**src/mexp_pkg.sv**
```systemverilog
// ----------------------------------------------------------------------------
// Modular exponentiation package
// Word widths, counter widths and status codes shared by the sequencer and
// the multiply-reduce unit.
// ----------------------------------------------------------------------------
package mexp_pkg;

    // Operand word width; each operand is its low WORD_WIDTH bits, two's complement.
    localparam int WORD_WIDTH = 32;

    // Magnitude bits of a non-negative operand.
    localparam int OPW = WORD_WIDTH - 1;

    // Full product width of two magnitudes.
    localparam int PRODW = 2 * OPW;

    // Reduction step counter, able to hold PRODW itself.
    localparam int RCW = $clog2(PRODW + 1);

    // Remaining exponent bit counter, holds 0 .. OPW-1.
    localparam int ECW = $clog2(OPW);

    // Width of the result value field.
    localparam int VALW = 31;

    // Result status codes.
    localparam logic ST_OK        = 1'b0;
    localparam logic ST_RANGE_ERR = 1'b1;

endpackage

```
**src/mexp_mulmod.sv**
```systemverilog
// ----------------------------------------------------------------------------
// Modular multiply unit
// Forms a full product, then reduces it modulo m by restoring
// shift-and-subtract, one product bit per cycle.
// ----------------------------------------------------------------------------
module mexp_mulmod (
    input  logic                      i_clk,
    input  logic                      i_rst_n,
    input  logic                      i_start,
    input  logic [mexp_pkg::OPW-1:0]  i_a,
    input  logic [mexp_pkg::OPW-1:0]  i_b,
    input  logic [mexp_pkg::OPW-1:0]  i_m,
    output logic                      o_done,
    output logic [mexp_pkg::OPW-1:0]  o_rem
);
    import mexp_pkg::*;

    typedef enum logic [1:0] {
        M_IDLE = 2'b01,
        M_RED  = 2'b10
    } t_mm_state;

    t_mm_state          r_state, n_state;
    logic [RCW-1:0]     r_cnt, n_cnt;
    logic               r_done, n_done;
    logic [PRODW-1:0]   r_prod, n_prod;
    logic [OPW-1:0]     r_m, n_m;
    logic [OPW-1:0]     r_rem, n_rem;

    logic [OPW:0]       trial;
    logic [OPW:0]       diff;

    // One restoring step: bring in the next product bit and subtract m if it fits.
    assign trial = {r_rem, r_prod[PRODW-1]};
    assign diff  = trial - {1'b0, r_m};

    always_comb begin
        n_state = r_state;
        n_cnt   = r_cnt;
        n_done  = 1'b0;
        n_prod  = r_prod;
        n_m     = r_m;
        n_rem   = r_rem;
        unique case (r_state)
            M_IDLE: begin
                if (i_start) begin
                    n_prod  = PRODW'(i_a) * PRODW'(i_b);
                    n_m     = i_m;
                    n_rem   = '0;
                    n_cnt   = RCW'(PRODW);
                    n_state = M_RED;
                end
            end
            M_RED: begin
                if (trial >= {1'b0, r_m}) begin
                    n_rem = diff[OPW-1:0];
                end else begin
                    n_rem = trial[OPW-1:0];
                end
                n_prod = r_prod << 1;
                n_cnt  = r_cnt - RCW'(1);
                if (r_cnt == RCW'(1)) begin
                    n_done  = 1'b1;
                    n_state = M_IDLE;
                end
            end
            default: begin
                n_state = M_IDLE;
            end
        endcase
    end

    // Control state.
    always_ff @(posedge i_clk) begin
        if (!i_rst_n) begin
            r_state <= M_IDLE;
            r_done  <= 1'b0;
            r_cnt   <= '0;
        end else begin
            r_state <= n_state;
            r_done  <= n_done;
            r_cnt   <= n_cnt;
        end
    end

    // Datapath registers.
    always_ff @(posedge i_clk) begin
        r_prod <= n_prod;
        r_m    <= n_m;
        r_rem  <= n_rem;
    end

    assign o_done = r_done;
    assign o_rem  = r_rem;

endmodule

```
**src/modular_exponentiation.sv**
```systemverilog
// ----------------------------------------------------------------------------
// Modular exponentiation
// Left-to-right square-and-multiply of base to the exponent modulo modulus,
// with operand range checks and the trivial cases decided at once.
// ----------------------------------------------------------------------------
//  Channel   Direction  Handshake                      Payload
//  item in   input      i_start high, o_busy low       i_base, i_exponent, i_modulus
//  result    output     o_done for one cycle           o_value, o_status
//
//  Each modular multiply is launched, forms its product, then runs the
//  bit-serial reduction in the shared multiply-reduce unit. An item costs an
//  exponent scan, one seeding reduction, and one square per exponent bit
//  below the leading one plus one multiply per set bit among them. Errors,
//  a zero base and a zero exponent give their result in the cycle after the
//  item is taken. Reset is synchronous and active low. Results cannot be
//  held off by the receiver.
// ----------------------------------------------------------------------------
module modular_exponentiation (
    input  logic                         i_clk,
    input  logic                         i_rst_n,
    input  logic                         i_start,
    output logic                         o_busy,
    input  logic signed [31:0]           i_base,
    input  logic signed [31:0]           i_exponent,
    input  logic signed [31:0]           i_modulus,
    output logic                         o_done,
    output logic [mexp_pkg::VALW-1:0]    o_value,
    output logic                         o_status
);
    import mexp_pkg::*;

    typedef enum logic [4:0] {
        S_IDLE = 5'b00001,
        S_SCAN = 5'b00010,
        S_SEED = 5'b00100,
        S_SQR  = 5'b01000,
        S_MUL  = 5'b10000
    } t_state;

    t_state             r_state, n_state;
    logic [OPW-1:0]     r_exp, n_exp;
    logic [ECW-1:0]     r_cnt, n_cnt;
    logic [OPW-1:0]     r_b, n_b;
    logic [OPW-1:0]     r_m, n_m;
    logic [OPW-1:0]     r_opa, n_opa;
    logic [OPW-1:0]     r_opb, n_opb;
    logic               r_go, n_go;
    logic               r_done, n_done;
    logic [VALW-1:0]    r_value, n_value;
    logic               r_status, n_status;

    logic               mm_done;
    logic [OPW-1:0]     mm_rem;

    logic [OPW-1:0]     b_op, e_op, m_op;
    logic               op_err;

    // Operand decode: low word bits, sign checks and range checks.
    assign b_op   = i_base[OPW-1:0];
    assign e_op   = i_exponent[OPW-1:0];
    assign m_op   = i_modulus[OPW-1:0];
    assign op_err = i_base[WORD_WIDTH-1] | i_exponent[WORD_WIDTH-1]
                  | i_modulus[WORD_WIDTH-1] | (m_op[OPW-1:1] == '0)
                  | ((b_op == '0) & (e_op == '0));

    // Shared multiply-reduce unit.
    mexp_mulmod u_mulmod (
        .i_clk   (i_clk),
        .i_rst_n (i_rst_n),
        .i_start (r_go),
        .i_a     (r_opa),
        .i_b     (r_opb),
        .i_m     (r_m),
        .o_done  (mm_done),
        .o_rem   (mm_rem)
    );

    // Sequencer over the exponent bits.
    always_comb begin
        n_state  = r_state;
        n_exp    = r_exp;
        n_cnt    = r_cnt;
        n_b      = r_b;
        n_m      = r_m;
        n_opa    = r_opa;
        n_opb    = r_opb;
        n_go     = 1'b0;
        n_done   = 1'b0;
        n_value  = r_value;
        n_status = r_status;
        unique case (r_state)
            S_IDLE: begin
                if (i_start) begin
                    n_b = b_op;
                    n_m = m_op;
                    if (op_err) begin
                        n_done   = 1'b1;
                        n_value  = '0;
                        n_status = ST_RANGE_ERR;
                    end else if (b_op == '0) begin
                        n_done   = 1'b1;
                        n_value  = '0;
                        n_status = ST_OK;
                    end else if (e_op == '0) begin
                        n_done   = 1'b1;
                        n_value  = VALW'(1);
                        n_status = ST_OK;
                    end else begin
                        n_exp   = e_op;
                        n_cnt   = ECW'(OPW - 1);
                        n_state = S_SCAN;
                    end
                end
            end
            S_SCAN: begin
                // Shift until the leading one sits in the top bit.
                if (!r_exp[OPW-1] && (r_cnt != '0)) begin
                    n_exp = r_exp << 1;
                    n_cnt = r_cnt - ECW'(1);
                end else begin
                    n_go    = 1'b1;
                    n_opa   = r_b;
                    n_opb   = OPW'(1);
                    n_state = S_SEED;
                end
            end
            S_SEED: begin
                if (mm_done) begin
                    if (r_cnt == '0) begin
                        n_done   = 1'b1;
                        n_value  = VALW'(mm_rem);
                        n_status = ST_OK;
                        n_state  = S_IDLE;
                    end else begin
                        n_go    = 1'b1;
                        n_opa   = mm_rem;
                        n_opb   = mm_rem;
                        n_state = S_SQR;
                    end
                end
            end
            S_SQR: begin
                if (mm_done) begin
                    if (r_exp[OPW-2]) begin
                        n_go    = 1'b1;
                        n_opa   = mm_rem;
                        n_opb   = r_b;
                        n_state = S_MUL;
                    end else begin
                        n_exp = r_exp << 1;
                        n_cnt = r_cnt - ECW'(1);
                        if (r_cnt == ECW'(1)) begin
                            n_done   = 1'b1;
                            n_value  = VALW'(mm_rem);
                            n_status = ST_OK;
                            n_state  = S_IDLE;
                        end else begin
                            n_go    = 1'b1;
                            n_opa   = mm_rem;
                            n_opb   = mm_rem;
                            n_state = S_SQR;
                        end
                    end
                end
            end
            S_MUL: begin
                if (mm_done) begin
                    n_exp = r_exp << 1;
                    n_cnt = r_cnt - ECW'(1);
                    if (r_cnt == ECW'(1)) begin
                        n_done   = 1'b1;
                        n_value  = VALW'(mm_rem);
                        n_status = ST_OK;
                        n_state  = S_IDLE;
                    end else begin
                        n_go    = 1'b1;
                        n_opa   = mm_rem;
                        n_opb   = mm_rem;
                        n_state = S_SQR;
                    end
                end
            end
            default: begin
                n_state = S_IDLE;
            end
        endcase
    end

    // Control state.
    always_ff @(posedge i_clk) begin
        if (!i_rst_n) begin
            r_state <= S_IDLE;
            r_go    <= 1'b0;
            r_done  <= 1'b0;
            r_cnt   <= '0;
        end else begin
            r_state <= n_state;
            r_go    <= n_go;
            r_done  <= n_done;
            r_cnt   <= n_cnt;
        end
    end

    // Operand and result registers.
    always_ff @(posedge i_clk) begin
        r_exp    <= n_exp;
        r_b      <= n_b;
        r_m      <= n_m;
        r_opa    <= n_opa;
        r_opb    <= n_opb;
        r_value  <= n_value;
        r_status <= n_status;
    end

    assign o_busy   = (r_state != S_IDLE);
    assign o_done   = r_done;
    assign o_value  = r_value;
    assign o_status = r_status;

    // An error result always carries a zero value.
    a_err_zero: assert property (@(posedge i_clk) disable iff (!i_rst_n)
        (o_done && (o_status == ST_RANGE_ERR)) |-> (o_value == '0))
        else $error("error result with nonzero value");

    // A valid result is reduced below the modulus of its item.
    a_reduced: assert property (@(posedge i_clk) disable iff (!i_rst_n)
        (o_done && (o_status == ST_OK)) |-> (o_value < VALW'(r_m)))
        else $error("result not reduced below modulus");

    // The multiply unit finishes only while the sequencer waits for it.
    a_mm_sync: assert property (@(posedge i_clk) disable iff (!i_rst_n)
        mm_done |-> ((r_state == S_SEED) || (r_state == S_SQR) || (r_state == S_MUL)))
        else $error("multiply unit done outside a wait state");

    // The block turns busy only after an item has been taken.
    a_busy_cause: assert property (@(posedge i_clk) disable iff (!i_rst_n)
        (o_busy && !$past(o_busy)) |-> $past(i_start))
        else $error("busy without an accepted item");

endmodule
```
**config.mk**
```make
export PLATFORM = sky130hd
export DESIGN_NAME = modular_exponentiation
export DESIGN_NICKNAME = d
export VERILOG_FILES = /design/src/mexp_pkg.sv /design/src/mexp_mulmod.sv /design/src/modular_exponentiation.sv
export SDC_FILE = /design/constraint.sdc
export NUM_CORES = 2
export LEC_CHECK = 0
export ABC_CLOCK_PERIOD_IN_PS = 23800
export BUFFER_PORTS_ARGS = -buffer_cell sky130_fd_sc_hd__buf_2
export CAP_MARGIN = 40
export CORE_MARGIN = 3
export CORE_UTILIZATION = 50
export CTS_CLUSTER_SIZE = 10
export DETAILED_ROUTE_END_ITERATION = 7
export PLACE_DENSITY = 0.66
export SLEW_MARGIN = 20
export SYNTH_ARGS = -nofsm -noshare
export SYNTH_HDL_FRONTEND = slang
export SYNTH_HIERARCHICAL = 1
export SYNTH_SLANG_ARGS = --single-unit
```
**constraint.sdc**
```tcl
create_clock -name i_clk -period 23.8 [get_ports i_clk]
set_input_delay 4.76 -clock i_clk [delete_from_list [all_inputs] [get_ports i_clk]]
set_output_delay 4.76 -clock i_clk [all_outputs]
set_load 0.01 [all_outputs]
```
* Yosys cells after proc, flatten, opt, wreduce, memory -nomap -nowiden *
Index checks and enable logic that the tools add are counted.

storage, ports and cells
  output and inout bits = 34
  register bits after elaboration = 332

cells by class
  add/subtract/negate cells = 3
  mux-type cells = 96
  order comparisons = 1
  $mul = 1
  equal/unequal tests = 25
  bitwise operators = 5
  reduce and logical (&&, ||, !) cells = 21

operators by type and width
  operator                                               number
  2-to-1 mux 31 bit                                      32
  case mux 31 bit (4 select lines)                       4
  case mux 62 bit (2 select lines)                       1
  2-to-1 mux 5 bit                                       17
  logical NOT 31 bit                                     2
  multiplier 31 x 31 -> 62 bit                           1
  2-to-1 mux 62 bit                                      1
  case mux 31 bit (2 select lines)                       1
  greater-or-equal comparator 32 x 31 -> 1 bit           1
  subtractor 31 bit                                      1
  logical NOT 30 bit                                     1
  2-to-1 mux 1 bit                                       28
  case mux 5 bit (5 select lines)                        1
  AND reduction 8 bit                                    3
  inequality test 2 bit, second input constant           10
  case mux 5 bit (4 select lines)                        1
  case mux 1 bit (4 select lines)                        3
  case mux 6 bit (2 select lines)                        1
  nonzero test 4 bit                                     3
  == test 5 x 1 -> 1 bit, second input constant          2
  AND reduction 2 bit                                    5
  AND reduction 9 bit                                    1
  2-to-1 mux 4 bit                                       2
  inequality test 2 x 1 -> 1 bit, second input constant  4
  22 further kinds                                       26

* Depth between registers and ports, before layout *
  word-level depth = 7
  depth in mapped cells = 27

* Cells and area by module *
Netlist, hierarchy kept.

by module, submodules not included
  module                  area an instance (um^2)  seq. area each (um^2)  cells each  instances
  mexp_mulmod             37,991.4                 3,903.7                4,111       1
  modular_exponentiation  8,335.5                  5,855.6                569         1

* Worst setup path after synthesis *
Ideal clock, no wire load.

  path kind = reg-to-reg
  start point = register u_mulmod.r_state[0]
  end point = register u_mulmod.r_cnt[0]
  setup slack = 15.819 ns
  stages on the path, launching flop included = 5
  arrival time = 7.857 ns
  buffers on the path = 0
  library setup time = 0.124 ns
  clock period less this slack = 7.981 ns
  cell sequence = dfxtp_1 nand2_1 o21ai_0 mux2_2 nor2_1

on the way
  cells in the longest elaborated chain, start to end = 3
  elaborated cells on any way between the ends = 6
  those cells by class = 3 x eq/ne; 1 x mux; 2 x reduce/logical

RTL lines
  element                                                                       line               text
  start: declaration                                                            mexp_mulmod.sv:23  t_mm_state r_state, n_state;
  start signal: assignment                                                      mexp_mulmod.sv:80  r_state <= n_state;
  == test 2 x 1 -> 1 bit / == test 2 bit (equally long branches)                mexp_mulmod.sv:44  unique case (r_state)
  inequality test 2 bit (no line) / nonzero test 2 bit (equally long branches)  -
  AND reduction 2 bit (no line)                                                 -
  end signal: assignment                                                        mexp_mulmod.sv:82  r_cnt <= n_cnt;
  end: declaration                                                              mexp_mulmod.sv:24  logic [RCW-1:0] r_cnt, n_cnt;

Several ways; a longest one is shown, not always the timed one.
A chain may end at the register's enable or synchronous reset.

* Final worst setup path *
  start point = register r_opa[11]
  end point = register u_mulmod.r_prod[52] (data pin)

on the way
  cells in the longest elaborated chain, start to end = 3

RTL lines
  element                           line                           text
  start: declaration                modular_exponentiation.sv:45   logic [OPW-1:0] r_opa, n_opa;
  start signal: assignment          modular_exponentiation.sv:209  r_opa <= n_opa;
  multiplier 31 x 31 -> 62 bit      mexp_mulmod.sv:47              n_prod = PRODW'(i_a) * PRODW'(i_b);
  2-to-1 mux 62 bit                 mexp_mulmod.sv:46              if (i_start) begin
  case mux 62 bit (2 select lines)  mexp_mulmod.sv:44
  net u_mulmod.n_prod[52]           mexp_mulmod.sv:26              logic [PRODW-1:0] r_prod, n_prod;
  end signal: assignment            mexp_mulmod.sv:88              r_prod <= n_prod;
  end: declaration                  mexp_mulmod.sv:26

The timed path passes the listed nets, and every way through them passes these cells. The select of a mux whose other input is x is not followed.

==> summary.txt <==
Status: finished clean
Area of the multi-input gates: 32200 µm²
CP required: 24.11 ns
Sink Count: 332
Max FO, Critical Path: 21
Ys flop type: edfxtp_1
#FFs+latches synth: 332
Tightest Hold Check Type: reg -> reg
Detailed Route Iter0 Violations: 2585
Synthesized area per cell: 9.899 µm²
Die area: 96340 µm²
Std-Cell Rows: 111
Worst slew pin tran: 0.7806 ns
I/O Buffers: 132
Leading area contributor after synthesis: fa_1
H-tree levels: 2
Synth Cell Area: 46330 µm²
Worst path cell trace: buf_4 -> and2_1 -> fa_1 -> inv_1 -> fa_1 -> inv_1 -> fa_1 -> fa_1 -> fa_1 -> fa_1 -> fa_1 -> fa_1 -> ha_1 -> nand2_1 -> nor2_1 -> nand4_1 -> o31ai_2 -> or4b_4 -> nand3b_2 -> or4_1 -> and3_1
DRT Pass-1 Iters: 8
Final Slew Violations: 0
Maxcap violations: 0
Crit Path Category: reg -> reg
Number of library cell types mapped by synthesis: 100
Cts hold-fix bufs: 0
Worst path max stage delay: 0.71 ns
Critical path capture point type: register
Share of cells above drive strength 1: 6.800%
Hold Fails Final Rpt: 0
Synth area leaders: fa_1, edfxtp_1, ha_1
Setup TNS: 0 ns
CTS tree: built
Final wirelength: 121400 µm
Cell count after synthesis: 4680
Final ANT Viol Nets: 0
Final net count: 5900
IO Count: 133
Clock Latency Late Sink: 0.57 ns
Simple-gate share of the synthesized area: 16.25%
Die height: 310.4 µm
Crit path time final: 8.434 ns
Die Width: 310.4 µm
Total number of yosys warnings: 6
Number of global-route vias before repair: 35270
Post-synthesis mux area share: 0.1810%
First-pass GRT wire length: 196900 µm
Worst-path clk slew: 0.06 ns
Vias: 33170
Via/cell ratio: 5.590
Area growth from synthesis to layout: 6.628%
Unrepaired setup endpoints after global routing: false
Post-Synth Adder-Cell Area: 44.07%
Critical-path top delay cell: edfxtp_1
Critical path startpoint category: register
Synth Area in Compound Gates: 7.692%
Drt wl/cell: 20.46 µm
Crit path top cell by count: fa_1
Cts bufs inserted: 41
Fillers: 8231
Ys async rst share: 0%
Antenna violations before repair: 0
CTS root buf: clkbuf_16
Initial Utilization: 50.46%
Routability Congestion: 0.9203
Final period util: 35.43%
Clk_skew: 0.03630 ns
Net Count, Synth: 5908
Fmax: 0.1186 GHz
Post-CTS Setup Inserts: 0
Reg area: 9759 µm²
Slew headroom: 47.96%
Sequential element share of the synthesized area: 21.07%
GR Overflow Total: 0
Largest net degree at the start of global routing: 65
Largest family of logic cells by synthesized area: adder cells
Drc violations: 0
Max Root-Sink Buffers: 3
Post-synth EDFFs: 311
Share of Yosys cell area claimed by the top area cell type: 36.21%
Arrival @ worst endpoint: 8.75 ns
Final setup vio count: 0
CORE AREA: 91800 µm²
GRT Resource Usage Total: 26.08%
Final HPWL DP: 92800 µm
Post_cts resized: 0
XOR/XNOR share of the synthesized area: 1.191%
[final cells by class]
cell class / count / area share, %
multi-input cells: 3190 / 65.18
flip-flops and latches: 332 / 19.76
inverters: 890 / 6.763
well taps: 1243 / 3.148
repair buffers: 217 / 2.812
clock buffers: 54 / 2.219
clock inverters: 8 / 0.1165
diodes: 1 / 0.005066
[cell usage in the layout, fill, tap and decap left out, types with 6 or more instances in the layout]
cell type,synthesis,layout
o21bai_1,19,19
xnor2_1,40,40
nand2b_1,9,8
nor4_1,26,26
xor2_1,23,23
nand2_1,603,603
a222oi_1,62,62
o211ai_1,12,12
edfxtp_1,311,311
and3_1,21,21
a21oi_1,146,145
nor3_1,30,30
inv_1,889,889
nor2_1,117,115
clkbuf_16,0,42
buf_4,2,78
clkbuf_1,239,12
a31oi_1,9,9
a22o_1,29,29
nand3_1,36,36
ha_1,291,291
o21a_1,17,17
or3_1,9,9
buf_2,19,132
nand4_1,33,33
dfxtp_1,21,21
o21ai_0,75,74
a21o_1,41,41
and2_1,543,542
o2111ai_1,6,6
o31ai_1,9,9
a211oi_1,22,22
fa_1,838,838
[worst paths after layout]
check,to,slack [ns],cells after the start,from
setup / recovery,u_mulmod/r_prod[52]$_DFFE_PP_,15.37,21,r_opa[11]$_DFFE_PP_
hold / removal,u_mulmod/r_m[11]$_DFFE_PP_,0.41,0,r_m[11]$_DFFE_PP_
setup reg to reg,u_mulmod/r_prod[52]$_DFFE_PP_,15.37,21,r_opa[11]$_DFFE_PP_
hold reg to reg,u_mulmod/r_m[11]$_DFFE_PP_,0.41,0,r_m[11]$_DFFE_PP_
[registers in the layout (all words and copies together) (netlist names), 2 cells and up]
register	cells
o_value	31
r_opa	31
r_cnt	5
u_mulmod/o_rem	31
r_exp	31
u_mulmod/r_m	31
u_mulmod/r_state	2
r_m	31
u_mulmod/r_prod	62
r_b	31
u_mulmod/r_cnt	6
r_opb	31
r_state	5
[through the flow]
step / utilization (%) / setup WS [ns] / hold WS (ns) / area (µm²) / cells
5_1_grt: 53.81 / 15.13 / 0.4188 / 49390 / 5934
3_3_place_gp: 52.39 / 15.55 / 0.4010 / 48100 / 5865
4_1_cts: 53.72 / 15.46 / 0.4152 / 49320 / 5930
3_5_place_dp: 52.47 / 15.48 / 0.4045 / 48170 / 5868
2_1_floorplan: - / 15.82 / 0.4003 / 46330 / 4680
6_report: 53.81 / 15.37 / 0.4135 / 49400 / 5935
[synth_stat cells (4+ instances only)]
cell type / count
and3_1: 21
buf_6: 5
buf_2: 19
mux2i_1: 5
nand2b_1: 9
nor4_1: 26
o21ai_2: 4
o21ai_1: 4
nor3b_1: 5
o21ai_0: 75
nand3_1: 36
a21boi_0: 5
a311oi_1: 5
o31ai_1: 9
nand2_1: 603
o21a_1: 17
xnor2_1: 40
a211oi_1: 22
nor3_1: 30
and4_1: 5
fa_1: 838
a31oi_1: 9
nor2_1: 117
dfxtp_1: 21
or3_1: 9
edfxtp_1: 311
o21bai_1: 19
and2_1: 543
a22o_1: 29
clkbuf_1: 239
nor2b_1: 7
ha_1: 291
inv_1: 889
nand4_1: 33
o2111ai_1: 6
o211ai_1: 12
xor2_1: 23
a222oi_1: 62
or4_1: 4
a21oi_1: 146
a21o_1: 41
[logic make-up after synthesis]
group                    count (synthesis)
AO/OA/AOI/OAI                          509
XOR/XNOR                                63
adder cells (fa/ha/maj)               1129
buffers and inverters                 1158
flip-flops                             332
multiplexers                             8
AND/OR/NAND/NOR                       1481
[critical path: cells and delay by family, from the launching register on]
kind / cells / cell delay (ns)
simple gates: 8 / 1.90
buf+inv: 3 / 0.49
compound gates: 1 / 0.58
flops: 1 / 0.71
fa+ha+maj: 9 / 4.50
[per-layer routing]
| layer | track usage (%) | part of all wire (%) | vias up |
|---|---|---|---|
| met5 | 0 | 0 | - |
| met4 | 7.447 | 2.8 | 0 |
| met3 | 3.424 | 6.3 | 206 |
| met2 | 43.78 | 48 | 1231 |
| met1 | 35.74 | 43 | 17020 |
| li1 | - | - | 14720 |
Power is left out: the tool's default activity adds up to more than one toggle a clock period on the data nets, which glitch-free logic cannot reach.
